$ cat src/rtl/rldt_ram.sv
// Generic single-write, single-read synchronous RAM with registered read.
// No dependencies.
`timescale 1ns / 1ps
module rldt_ram #(
    parameter int WIDTH = 8,
    parameter int DEPTH = 16,
    localparam int AW   = (DEPTH > 1) ? $clog2(DEPTH) : 1
) (
    input  logic             i_clk,
    input  logic             i_we,
    input  logic [AW-1:0]    i_waddr,
    input  logic [WIDTH-1:0] i_wdata,
    input  logic [AW-1:0]    i_raddr,
    output logic [WIDTH-1:0] o_rdata
);

    logic [WIDTH-1:0] r_mem [DEPTH];
    logic [WIDTH-1:0] r_rdata;

    always_ff @(posedge i_clk) begin
        if (i_we) begin
            r_mem[i_waddr] <= i_wdata;
        end
        r_rdata <= r_mem[i_raddr];
    end

    assign o_rdata = r_rdata;

endmodule

$ cat config.mk
export PLATFORM = sky130hd
export DESIGN_NAME = rldt_ram
export DESIGN_NICKNAME = d
export VERILOG_FILES = /design/src/rtl/rldt_ram.sv
export SDC_FILE = /design/constraint.sdc
export NUM_CORES = 1
export LEC_CHECK = 0
export ABC_AREA = 1
export BUFFER_PORTS_ARGS = -buffer_cell sky130_fd_sc_hd__buf_2
export CAP_MARGIN = 20
export CORE_AREA = 2 2 126 91
export CTS_CLUSTER_DIAMETER = 120
export DETAILED_ROUTE_END_ITERATION = 7
export DIE_AREA = 0 0 128 93
export PLACE_DENSITY = 0.81
export REMOVE_ABC_BUFFERS = 1
export SLEW_MARGIN = 10
export SYNTH_ARGS = -nofsm -noshare
export SYNTH_HDL_FRONTEND = slang
export SYNTH_SLANG_ARGS = --single-unit
$ cat constraint.sdc
create_clock -name i_clk -period 1.1 [get_ports i_clk]
set_clock_uncertainty 0.15 [all_clocks]
set_input_delay 0.11 -clock i_clk [delete_from_list [all_inputs] [get_ports i_clk]]
set_output_delay 0.11 -clock i_clk [all_outputs]
set_load 0.02 [all_outputs]
# ---- After elaboration in Yosys (flattened, before gate mapping)
# Memory sizes are Yosys's and may differ from the RTL's. A register that Yosys moved wholly into a read port is not among the register bits.
# Index checks and enable logic that the tools add are counted.
dict set report word_totals {
  input_bits 18
  reg_bits 0
  output_inout_bits 8
  elab_cells 3
  mem_count 1
  ram_bits 128
}
# name words width rd rd_clocked_by_memory_dff wr line_no
set memory_table {}
lappend memory_table {r_mem 16 8 1 1 1 17} ;# logic [WIDTH-1:0] r_mem [DEPTH];
dict set report op_classes {
  muxes 2
}
# operator count
set ops {}
lappend ops {{two-way mux 1 bit} 2}

# ---- Logic depth before layout (Yosys ltp)
# Gate-level depths: netlist of run 1.
dict set report depth {
  depth_word 2
  mapped_depth 8
  mapped_depth_nobuf 7
}

# ---- Worst setup path before layout of run 1
# No wires, ideal clock.
dict set report synth_path {
  path_type {in2reg}
  startpoint {in i_waddr[3]}
  endpoint {mem r_mem[4][0], enable pin}
  setup_slack_ns -0.111
  cell_stages 2
  path_buffers 0
  setup_time_ns 0.370
  arrival_ns 0.691
  required_time_ns 0.580
  path_cell_list {nand3b_1 > nor2_1}
}
# item line_no
set synth_lines {}
lappend synth_lines {{start, declared} 11} ;# input logic [AW-1:0] i_waddr,
lappend synth_lines {{end, declared} 17}
# Straight into the memory's write port.

# ---- Worst setup path in the final report of run 1
dict set report layout_path {
  startpoint {reg r_rdata[4] (netlist: o_rdata[4]), read port of r_mem}
  endpoint {out o_rdata[4]}
}
# item line_no
set layout_lines {}
lappend layout_lines {{start, declared} 18} ;# logic [WIDTH-1:0] r_rdata;
lappend layout_lines {{end, declared} 14} ;# output logic [WIDTH-1:0] o_rdata
# No word-level cell between the ends.

==> out/summary.md, run 1 <==
Logic synthesis
* **portion of netlist area occupied by mux cells** 0%
* **top area cells in the synthesized netlist** sky130_fd_sc_hd__edfxtp_1 67%, sky130_fd_sc_hd__nand2_1 11%, sky130_fd_sc_hd__nand3_1 8.4%
* **netlist area before placement** 0.005767 sq mm
* **Async SR Flop Fraction** 0%
* **most instantiated cells after synthesis** 173 x sky130_fd_sc_hd__nand2_1, 128 x sky130_fd_sc_hd__edfxtp_1, 100 x sky130_fd_sc_hd__inv_1, 97 x sky130_fd_sc_hd__nand3_1, 17 x sky130_fd_sc_hd__nor2_1
* **most frequent cell after synthesis** sky130_fd_sc_hd__nand2_1
* **mean area per synthesized cell** 10.47 sq um
* **complex-gate fraction of the synthesized area** 0%
* **Synth cell types** 12
* **count of flip-flops with a built-in enable after synthesis** 128
* **combinational family with the most area after synthesis** simple AND/OR/NAND/NOR gates
* **proportion of netlist area held by the largest area contributor** 66.65%
* **fraction of the mapped netlist area in adder cells** 0%
* **post-synthesis cell type with the largest combined area** sky130_fd_sc_hd__edfxtp_1
* **Synth Flop Type** sky130_fd_sc_hd__edfxtp_1
* **basic-gate share of the synthesized area counting and, or, nand and nor cells** 21.05%
* **share of the synthesized netlist area taken by xor and xnor gates** 0%
* **number of standard cells after synthesis** 551
* **Yosys Warn Count** 0
* **synthesis-stage register bit count** 136
* **register area share after synthesis** 69.43%

Cells and area
* **area overhead of the layout relative to synthesis** 22.63%
* **proportion of layout cells with a drive suffix above 1** 19.94%
* **Total Nets Final** 632
* **# fillers** 751
* **Layout Utilization** 65.90%
* **Cell Count, Final, Fillers Out** 763
* **diode count** 0

Setup path
* **critical path launch point** o_rdata[4]$_DFF_P_
* **peak per-stage delay on the critical path** 0.35 ns
* **length in cells of the worst reg-to-reg path** 6
* **crit path capture type** output pin
* **Critical Path End** o_rdata[4]
* **CP bufs+invs** 1
* **type of the setup path with the least slack** register to output pin
* **highest fanout seen on the critical path** 1
* **RR Startpoint** r_mem[7][0]$_DFFE_PP_
* **endpoint of the lowest-slack register-to-register path** o_rdata[0]$_DFF_P_
* **data arrival time of the critical path** 0.89 ns
* **setup slack of the worst register-to-register path** -0.04 ns
* **endpoint required time on the critical path** 0.84 ns
* **number of cells on the critical path** 1
* **critical path startpoint category** register
* **Critical Path, Cell by Cell** buf_6
* **cell family with most CP delay** flip-flops
* **slowest stage cell, crit path** sky130_fd_sc_hd__dfxtp_2

CTS
* **Clk Latency, worst-skew pair** 0.42 ns
* **number of levels in the clock H-tree** 4
* **maximum count of clock buffers along a single path** 2
* **clock buffers created by TritonCTS** 17
* **master cell of the clock root buffer** sky130_fd_sc_hd__clkbuf_16
* **setup repair bufs after CTS** 0
* **TritonCTS clock tree** yes
* **number of clock sinks** 136
* **CTS clk-pin slew, worst paths** 0.06 ns

Drt
* **number of DRC markers after the initial detailed-route iteration** 543
* **Detailed Routing Iterations Pass 1** 5
* **vias per cell** 5.280
* **routed length per instance** 16.93 um
* **number of vias after detailed routing** 4029
* **post-detailed-routing wire length** 12920 um
* **total DRC errors in the routed layout** 0
* **Detail Route Antenna Nets** 0

Floorplan
* **die outline height** 93 um
* **die area** 0.01190 sq mm
* **I/O Pins** 26
* **core area** 0.01073 sq mm
* **Die X-Extent** 128 um
* **row count** 32
* **effective utilization at floorplan** 53.74%

Job
* **count of maximum capacitance violations** 0

Timing
* **final critical-path share of the clock period** 104.2%
* **worst slew slack as a fraction of its limit** 67.32%
* **Fin. Hold Viols** 0
* **setup slack after layout** -0.04574 ns
* **setup violators final** 15
* **max-slew violation count** 0
* **Worst-Margin Slew** 0.4886 ns
* **RSZ-0062 raised after global routing** yes
* **tightest hold margin** 0.02947 ns
* **maximum frequency from static timing analysis** 872.8 MHz
* **total negative slack** -0.3080 ns
* **time the final worst path needs with I/O delays and setup** 1.146 ns

GRT
* **met3 Resource Use GR** 7.723%
* **met2 GRT Util** 35.87%
* **Total GRT Usage** 22.76%
* **initial antenna violation count** 0
* **via count of the first global-routing pass** 3933
* **residual overflow from global routing** 0
* **global-route wire length before repair** 19730 um
* **maximum number of pins on one net before global-route repair** 65
* **met1 track demand over resource in global routing** 29.42%
* **Most Used Layer, Global Route** met2

Pwr
* **overall power after layout** 12.06 mW
* **leakage power total** 3.096 nW
* **maximum resistive drop on vdd** 0.001218 V
* **Cell Pwr Density** 1705 mW/mm^2

Status
* **run status** complete, but fails checks
* **violated checks** setup timing

Placement
* **HPWL after DPL** 8211 um
* **DP Cell Count** 722
* **buffers added on ports** 25
* **final weighted congestion in routability-driven placement** 0.8614

Worst hold path
* **path class of the lowest-slack min-delay path** input port to register

==> cell usage in the layout (no fill, tap or decap), drive strengths merged <==
| cell | netlist | final |
|---|---|---|
| dfxtp | 8 | 8 |
| dlygate4sd3 | 0 | 9 |
| inv | 102 | 103 |
| edfxtp | 128 | 128 |
| buf | 24 | 59 |
| clkinv | 0 | 9 |
| clkinvlp | 0 | 3 |
| nand2 | 173 | 173 |
| nand3 | 97 | 97 |
| nor2 | 17 | 17 |
| clkbuf | 0 | 17 |
| bufinv | 0 | 2 |
| nand3b | 2 | 2 |
==> final cells by class <==
class	count	area [sq um]	share of cell area, %
sequential	136	4014	56.76
multi-input combinational	289	1349	19.07
timing repair buffer	68	595.6	8.422
clock buffer	17	425.4	6.016
inverter	102	382.9	5.414
tap	136	170.2	2.406
clock inverter	15	135.1	1.911
==> how the worst min path moves through the flow <==
stage          startpoint                     to  slack, ns  cells past startpoint
3_3_place_gp   i_raddr[3]     o_rdata[6]$_DFF_P_       0.33                      3
2_1_floorplan  i_wdata[0]  r_mem[0][0]$_DFFE_PP_       0.06                      0
4_1_cts        i_raddr[3]     o_rdata[5]$_DFF_P_       0.02                      4
3_5_place_dp   i_raddr[3]     o_rdata[7]$_DFF_P_       0.34                      3
6_report       i_raddr[3]     o_rdata[4]$_DFF_P_       0.03                      4
5_1_grt        i_raddr[3]     o_rdata[3]$_DFF_P_       0.04                      4
==> registers in the layout, indices dropped and copies added, names as in the netlist <==
name,cells
o_rdata,8
r_mem,128
==> where the power goes <==
group | internal, mW | switching [mW]
registers | 5.80 | 0.0468
logic | 0.328 | 0.566
clock network | 3.29 | 2.03
==> metal layers <==
layer / part of all wire, % / vias to the layer above
li1: - / 1899
met1: 41 / 1886
met2: 47 / 208
met3: 9.4 / 36
met4: 2.4 / 0
met5: 0 / -
==> kinds of logic after synthesis <==
family | after synthesis
simple gates | 289
flops | 136
buf+inv | 126
==> what timing repair did <==
action                     in CTS  in global routing
gates cloned                    0                  0
resized for setup              31                 21
pin swaps                       6                 21
hold buffers                    9                  0
setup endpoints to repair      12                 16
hold endpoints to repair      136                  0
==> through the flow <==
step / setup WS [ns] / area (sq um)
5_1_grt: -0.08436 / 7072
3_5_place_dp: -0.2181 / 6226
3_3_place_gp: -0.2040 / 6226
4_1_cts: -0.05749 / 6972
2_1_floorplan: -0.1405 / 5600
6_report: -0.04574 / 7072
Power figures use the tool's default switching activity.
==> run 2: changes to the inputs <==
--- a/config.mk
+++ b/config.mk
@@ -8,12 +8,11 @@
 export ABC_AREA = 1
 export BUFFER_PORTS_ARGS = -buffer_cell sky130_fd_sc_hd__buf_2
 export CAP_MARGIN = 20
-export CORE_AREA = 2 2 126 91
+export CORE_AREA = 10 10 134 99
 export CTS_CLUSTER_DIAMETER = 120
 export DETAILED_ROUTE_END_ITERATION = 7
-export DIE_AREA = 0 0 128 93
+export DIE_AREA = 0 0 144 109
 export PLACE_DENSITY = 0.81
-export REMOVE_ABC_BUFFERS = 1
 export SLEW_MARGIN = 10
 export SYNTH_ARGS = -nofsm -noshare
 export SYNTH_HDL_FRONTEND = slang
==> run 2 against run 1 <==
The run still ends with setup timing left. Final cell count shrank 0.66%. Global-route usage shrank 5.1 points. Sequential power is essentially flat. Register-to-register slack gained 0.03 ns. Via count grew 0.17%. Worst setup slack lost 0.013 ns.
==> out/summary.md, run 2 (synthesis gave the netlist of run 1 again) <==
Status
* **run status** complete, but fails checks, unchanged
* **violated checks** setup timing, unchanged

Drt
* **number of vias after detailed routing** 4036, was 4029
* **Detailed Routing Iterations Pass 1** 5, unchanged
* **total DRC errors in the routed layout** 0, unchanged
* **post-detailed-routing wire length** 13270 um, was 12920 um
* **routed length per instance** 17.51 um, was 16.93 um
* **Detail Route Antenna Nets** 0, unchanged
* **vias per cell** 5.325, was 5.280
* **number of DRC markers after the initial detailed-route iteration** 505, was 543

Pwr
* **Cell Pwr Density** 1684 mW/mm^2, was 1705 mW/mm^2
* **relative contribution of the clock network to total power** 43.7%, was 44.1%
* **leakage power total** 3.086 nW, was 3.096 nW
* **cell-internal power** 9.462 mW, was 9.416 mW
* **part of the power in registers** 48.8%, was 48.5%
* **maximum resistive drop on vdd** 0.001141 V, was 0.001218 V
* **relative contribution of combinational cells to total power** 7.6%, was 7.4%
* **net switching power figure** 2.547 mW, was 2.643 mW
* **Switching Share** 21.21%, was 21.92%
* **overall power after layout** 12.01 mW, was 12.06 mW

Job
* **count of maximum capacitance violations** 0, unchanged

Worst hold path
* **hold depth** 4, unchanged
* **path class of the lowest-slack min-delay path** input port to register, unchanged
* **worst hold endpoint** o_rdata[5]$_DFF_P_, was o_rdata[4]$_DFF_P_
* **launch instance of the worst min-delay path** i_raddr[3], unchanged

CTS
* **setup repair bufs after CTS** 0, unchanged
* **CTS clk-pin slew, worst paths** 0.05 ns, was 0.06 ns
* **master cell of the clock root buffer** sky130_fd_sc_hd__clkbuf_16, unchanged
* **Clk Latency, worst-skew pair** 0.42 ns, about the same
* **TritonCTS clock tree** yes, unchanged
* **number of levels in the clock H-tree** 4, unchanged
* **number of clock sinks** 136, unchanged
* **clock buffers created by TritonCTS** 17, unchanged
* **maximum count of clock buffers along a single path** 2, unchanged

Cells and area
* **area of all placed cells without fillers** 0.007133 sq mm, was 0.007072 sq mm
* **diode count** 0, unchanged
* **Most flops, register** r_mem, unchanged
* **most common cell after layout, fill and taps aside** sky130_fd_sc_hd__nand2_1, unchanged
* **Layout Utilization** 66.23%, was 65.90%
* **most used cells in the layout excluding fill and tap cells** 166 x sky130_fd_sc_hd__nand2_1, 128 x sky130_fd_sc_hd__edfxtp_1, 98 x sky130_fd_sc_hd__inv_1, was 171 x sky130_fd_sc_hd__nand2_1, 128 x sky130_fd_sc_hd__edfxtp_1, 100 x sky130_fd_sc_hd__inv_1
* **Total Nets Final** 627, was 632
* **proportion of layout cells with a drive suffix above 1** 21.22%, was 19.94%
* **area overhead of the layout relative to synthesis** 23.69%, was 22.63%
* **flip-flop count of the largest register after layout** 128, unchanged

Setup path
* **crit path capture type** output pin, unchanged
* **setup slack of the worst register-to-register path** -0.01 ns, was -0.04 ns
* **RR Startpoint** r_mem[0][1]$_DFFE_PP_, was r_mem[7][0]$_DFFE_PP_
* **length in cells of the worst reg-to-reg path** 6, unchanged
* **data arrival time of the critical path** 0.90 ns, was 0.89 ns
* **critical path startpoint category** register, unchanged
* **cell family with most CP delay** flip-flops, unchanged
* **Critical Path, Cell by Cell** buf_6, unchanged
* **endpoint required time on the critical path** 0.84 ns, about the same
* **CP bufs+invs** 1, unchanged
* **slowest stage cell, crit path** sky130_fd_sc_hd__dfxtp_2, unchanged
* **endpoint of the lowest-slack register-to-register path** o_rdata[1]$_DFF_P_, was o_rdata[0]$_DFF_P_
* **type of the setup path with the least slack** register to output pin, unchanged
* **peak per-stage delay on the critical path** 0.36 ns, was 0.35 ns
* **highest fanout seen on the critical path** 1, unchanged

Placement
* **buffers added on ports** 25, unchanged
* **final weighted congestion in routability-driven placement** 0.8774, was 0.8614
* **setup slack at placement** -0.1901 ns, was -0.2181 ns
* **HPWL after DPL** 8212 um, was 8211 um
* **Placement Cell Area** 0.006266 sq mm, was 0.006226 sq mm

Timing
* **Worst-Margin Slew** 0.4507 ns, was 0.4886 ns
* **worst slew slack as a fraction of its limit** 69.92%, was 67.32%
* **max-slew violation count** 0, unchanged
* **final critical-path share of the clock period** 105.3%, was 104.2%
* **total negative slack** -0.2107 ns, was -0.3080 ns
* **maximum frequency from static timing analysis** 863.2 MHz, was 872.8 MHz
* **Fin. Hold Viols** 0, unchanged
* **setup slack after layout** -0.05846 ns, was -0.04574 ns
* **RSZ-0062 raised after global routing** yes, unchanged
* **time the final worst path needs with I/O delays and setup** 1.158 ns, was 1.146 ns
* **setup violators final** 9, was 15

GRT
* **maximum number of pins on one net before global-route repair** 53, was 65
* **via count of the first global-routing pass** 3850, was 3933
* **global-route wire length before repair** 20570 um, was 19730 um
* **initial antenna violation count** 0, unchanged
* **residual overflow from global routing** 0, unchanged
* **Total GRT Usage** 17.63%, was 22.76%

Floorplan
* **core area** 0.01077 sq mm, was 0.01073 sq mm
* **Die X-Extent** 144 um, was 128 um
* **row count** 32, unchanged
* **die area** 0.01570 sq mm, was 0.01190 sq mm
* **I/O Pins** 26, unchanged
* **effective utilization at floorplan** 53.54%, was 53.74%
* **die outline height** 109 um, was 93 um

Logic synthesis
* **Mapped Nets** 569

-- run 2: what timing repair did --
| action | 4_1_cts | 5_1_grt |
|---|---|---|
| gates resized for setup | 27 | 36 |
| endpoints found under the hold margin | 130 | 0 |
| setup endpoints to repair | 11 | 16 |
| pin swaps | 2 | 25 |
| cloned | 0 | 0 |
| hold buffers | 9 | 0 |
-- run 2: how the worst max path moves through the flow --
stage	startpoint	endpoint	slack (ns)	depth (start not counted)
2_1_floorplan	i_waddr[2]	r_mem[10][0]$_DFFE_PP_	-0.11	2
3_3_place_gp	i_raddr[0]	o_rdata[7]$_DFF_P_	-0.11	8
3_5_place_dp	i_waddr[2]	r_mem[2][7]$_DFFE_PP_	-0.19	5
4_1_cts	o_rdata[3]$_DFF_P_	o_rdata[3]	-0.07	1
5_1_grt	o_rdata[3]$_DFF_P_	o_rdata[3]	-0.07	1
6_report	o_rdata[3]$_DFF_P_	o_rdata[3]	-0.06	1
-- run 2: area by class of cell --
class | instances | area [sq um]
Clock buffer | 27 | 503.0
Clock inverter | 5 | 46.29
Fill cell | 767 | 3637
Inverter | 102 | 382.9
Multi-Input combinational cell | 289 | 1396
Sequential cell | 136 | 4014
Tap cell | 136 | 170.2
Timing Repair Buffer | 63 | 620.6
-- run 2: worst min-delay path: stages --
cell and delay [ns]:
sky130_fd_sc_hd__buf_2 0.10, sky130_fd_sc_hd__inv_1 0.20, sky130_fd_sc_hd__nand3_2 0.15, sky130_fd_sc_hd__nand2_1 0.05
-- run 2: power groups by stage --
stage               Combinational (mW)  Clock (mW)  Sequential, mW
floorplan                        0.413           0            5.97
global placement                 0.751           0            5.94
detailed placement               0.774           0            5.94
CTS                              0.850        5.28            5.86
global route                     0.989        5.53            5.86
finish                           0.907        5.25            5.86
-- run 2: through the flow --
stage,hold WS [ns],instances
after global routing,0.1183,758
after detailed placement,0.3692,717
final,0.08960,758
after global placement,0.3597,717
after floorplan,0.05887,551
after CTS,0.04374,758
-- run 2: metal layers --
| metal | up-vias | routed length, um | global-route usage (%) |
|---|---|---|---|
| met5 | - | 0 | 0 |
| li1 | 1893 | - | - |
| met4 | 0 | 149 | 6.323 |
| met1 | 1914 | 5493 | 22.99 |
| met3 | 18 | 1350 | 5.647 |
| met2 | 211 | 6281 | 27.29 |
==> run 3: changes to the inputs <==
--- a/config.mk
+++ b/config.mk
@@ -8,11 +8,12 @@
 export ABC_AREA = 1
 export BUFFER_PORTS_ARGS = -buffer_cell sky130_fd_sc_hd__buf_2
 export CAP_MARGIN = 20
-export CORE_AREA = 10 10 134 99
+export CORE_AREA = 10 10 155 114
 export CTS_CLUSTER_DIAMETER = 120
 export DETAILED_ROUTE_END_ITERATION = 7
-export DIE_AREA = 0 0 144 109
-export PLACE_DENSITY = 0.81
+export DIE_AREA = 0 0 165 124
+export GPL_TIMING_DRIVEN = 0
+export PLACE_DENSITY = 0.64
 export SLEW_MARGIN = 10
 export SYNTH_ARGS = -nofsm -noshare
 export SYNTH_HDL_FRONTEND = slang
==> run 3 against run 2 <==
Core utilization down 15 points. Critical path type is now input port to register. Combinational power is 14% higher. The run ends with hold timing, setup timing left. First-iteration DRC count shrank 17%. Critical endpoint is now r_mem[8][2]$_DFFE_PP_. Largest cell class unchanged. Non-clock buffer count down 5. Flip-flop and latch count unchanged. Clock power rose by 16%. Clock-buffer cell count decreased by 9. Fmax fell by 2.9%. Hold slack got worse by 0.099 ns. Global-route usage decreased by 2.3 points. Critical path depth rose by 2.
==> out/summary.md, run 3 (synthesis gave the netlist of run 1 again) <==
Status
* **run status** complete, but fails checks, unchanged
* **violated checks** hold timing, setup timing, was setup timing

Timing
* **Fin. Hold Viols** 1, was 0
* **worst slew slack as a fraction of its limit** 63.10%, was 69.92%
* **setup slack after layout** -0.09302 ns, was -0.05846 ns
* **total negative slack** -1.847 ns, was -0.2107 ns
* **final critical-path share of the clock period** 108.5%, was 105.3%
* **setup violators final** 39, was 9
* **maximum frequency from static timing analysis** 838.2 MHz, was 863.2 MHz
* **Worst-Margin Slew** 0.5535 ns, was 0.4507 ns
* **time the final worst path needs with I/O delays and setup** 1.193 ns, was 1.158 ns
* **tightest hold margin** -0.009657 ns, was 0.08960 ns
* **RSZ-0062 raised after global routing** yes, unchanged
* **max-slew violation count** 0, unchanged

CTS
* **Clk Latency, worst-skew pair** 0.41 ns, was 0.42 ns
* **maximum count of clock buffers along a single path** 2, unchanged
* **CTS clk-pin slew, worst paths** 0.06 ns, was 0.05 ns
* **number of levels in the clock H-tree** 4, unchanged
* **number of clock sinks** 136, unchanged
* **clock buffers created by TritonCTS** 17, unchanged
* **TritonCTS clock tree** yes, unchanged
* **master cell of the clock root buffer** sky130_fd_sc_hd__clkbuf_16, unchanged

Placement
* **HPWL after DPL** 9838 um, was 8212 um
* **buffers added on ports** 22, was 25
* **setup slack at placement** -0.7949 ns, was -0.1901 ns
* **DP Cell Count** 768, was 717
* **final weighted congestion in routability-driven placement** 0.9026, was 0.8774

Pwr
* **relative contribution of the clock network to total power** 47.1%, was 43.7%
* **net switching power figure** 2.839 mW, was 2.547 mW
* **maximum resistive drop on vdd** 0.001145 V, was 0.001141 V
* **leakage power total** 3.098 nW, was 3.086 nW
* **Cell Pwr Density** 1756 mW/mm^2, was 1684 mW/mm^2
* **relative contribution of combinational cells to total power** 7.9%, was 7.6%
* **part of the power in registers** 45.0%, was 48.8%
* **cell-internal power** 10.13 mW, was 9.462 mW
* **Switching Share** 21.89%, was 21.21%

Drt
* **Detail Route Antenna Nets** 0, unchanged
* **number of vias after detailed routing** 4014, was 4036
* **number of DRC markers after the initial detailed-route iteration** 418, was 505
* **Detailed Routing Iterations Pass 1** 5, unchanged
* **vias per cell** 4.949, was 5.325
* **post-detailed-routing wire length** 15400 um, was 13270 um
* **routed length per instance** 18.99 um, was 17.51 um
* **total DRC errors in the routed layout** 0, unchanged

Floorplan
* **row count** 37, was 32
* **die area** 0.02046 sq mm, was 0.01570 sq mm
* **I/O Pins** 26, unchanged
* **effective utilization at floorplan** 39.67%, was 53.54%
* **core area** 0.01454 sq mm, was 0.01077 sq mm
* **die outline height** 124 um, was 109 um
* **Die X-Extent** 165 um, was 144 um

Setup path
* **type of the setup path with the least slack** input port to register, was register to output pin
* **critical path startpoint category** input port, was register
* **highest fanout seen on the critical path** 8, was 1
* **CP bufs+invs** 1, unchanged
* **Critical Path, Cell by Cell** buf_2 -> nand3b_1 -> nor2_2, was buf_6
* **slowest stage cell, crit path** sky130_fd_sc_hd__nor2_2, was sky130_fd_sc_hd__dfxtp_2
* **crit path capture type** register, was output pin
* **cell family with most CP delay** simple AND/OR/NAND/NOR gates, was flip-flops
* **peak per-stage delay on the critical path** 0.50 ns, was 0.36 ns
* **data arrival time of the critical path** 1.10 ns, was 0.90 ns
* **endpoint required time on the critical path** 1.00 ns, was 0.84 ns

Cells and area
* **most common cell after layout, fill and taps aside** sky130_fd_sc_hd__nand2_1, unchanged
* **Cell Count, Final, Fillers Out** 811, was 758
* **Most flops, register** r_mem, unchanged
* **most used cells in the layout excluding fill and tap cells** 150 x sky130_fd_sc_hd__nand2_1, 128 x sky130_fd_sc_hd__edfxtp_1, 98 x sky130_fd_sc_hd__inv_1, was 166 x sky130_fd_sc_hd__nand2_1, 128 x sky130_fd_sc_hd__edfxtp_1, 98 x sky130_fd_sc_hd__inv_1
* **# fillers** 1297, was 767
* **diode count** 0, unchanged
* **Total Nets Final** 622, was 627
* **area overhead of the layout relative to synthesis** 28.03%, was 23.69%
* **proportion of layout cells with a drive suffix above 1** 29.55%, was 21.22%
* **flip-flop count of the largest register after layout** 128, unchanged

GRT
* **residual overflow from global routing** 0, unchanged
* **initial antenna violation count** 0, unchanged
* **via count of the first global-routing pass** 3826, was 3850
* **Total GRT Usage** 15.29%, was 17.63%
* **global-route wire length before repair** 22670 um, was 20570 um
* **maximum number of pins on one net before global-route repair** 17, was 53

Job
* **count of maximum capacitance violations** 0, unchanged

Logic synthesis
* **Mapped Nets** 569, unchanged

Worst hold path
* **path class of the lowest-slack min-delay path** input port to register, unchanged

## run 3: changes by cell type in the layout (fill, tap and decap cells not counted), moves of 8 or more
cell,before,now
sky130_fd_sc_hd__nand3_1,67,43
sky130_fd_sc_hd__buf_2,17,27
sky130_fd_sc_hd__nor2_4,0,11
sky130_fd_sc_hd__nand3_2,30,54
sky130_fd_sc_hd__buf_12,11,3
sky130_fd_sc_hd__buf_4,18,5
sky130_fd_sc_hd__nand2_2,7,23
sky130_fd_sc_hd__nor2_1,11,1
sky130_fd_sc_hd__nand2_1,166,150
## run 3: per-stage QoR
stage	cell area (sq um)	util, %	power, mW	hold WS (ns)
after detailed placement	6136	42.21	6.732	0.3783
final	7383	50.79	12.97	-0.009657
after CTS	7098	48.83	12.88	0.003025
after global placement	6136	42.21	6.717	0.3798
after global routing	7383	50.79	13.32	0.007846
after floorplan	5782	-	6.384	0.05887
## run 3: final timing paths
check | from | endpoint | slack, ns | cells after the start
hold reg to reg | r_mem[0][7]$_DFFE_PP_ | o_rdata[7]$_DFF_P_ | 0.55 | 6
setup / recovery | i_waddr[2] | r_mem[8][2]$_DFFE_PP_ | -0.09 | 3
setup reg to reg | r_mem[14][4]$_DFFE_PP_ | o_rdata[4]$_DFF_P_ | -0.04 | 6
hold / removal | i_raddr[2] | o_rdata[4]$_DFF_P_ | -0.01 | 4
## run 3: cell type report
cell class | count | area (sq um) | share of cell area, %
sequential | 136 | 4014 | 54.36
buffer | 24 | 166.4 | 2.254
multi-input combinational | 289 | 1637 | 22.17
clock buffer | 18 | 429.2 | 5.813
clock inverter | 13 | 202.7 | 2.745
inverter | 102 | 382.9 | 5.186
timing repair buffer | 34 | 307.8 | 4.169
tap | 195 | 244.0 | 3.305
## run 3: power groups by stage
stage,Combinational (mW),Clock [mW],Sequential (mW)
floorplan,0.413,0,5.97
global placement,0.791,0,5.93
detailed placement,0.801,0,5.93
CTS,0.927,6.12,5.84
global route,1.10,6.37,5.85
finish,1.03,6.10,5.84
## run 3: tightest hold or removal path, stage by stage
cell	delay [ns]
sky130_fd_sc_hd__buf_2	0.13
sky130_fd_sc_hd__nand3_1	0.11
sky130_fd_sc_hd__nand3_2	0.09
sky130_fd_sc_hd__nand2_2	0.06
## run 3: per-layer routing
| metal | wire length (um) | track usage, % |
|---|---|---|
| met5 | 0 | 0 |
| met4 | 203 | 4.746 |
| met3 | 1686 | 4.616 |
| met2 | 6547 | 21.07 |
| met1 | 6961 | 22.44 |
## run 3: repair_timing
item,4_1_cts,5_1_grt
hold buffers,8,0
endpoints found under the setup margin,96,128
hold endpoints to repair,93,0
pin swaps,22,40
setup buffers,0,4
resized for setup,73,51
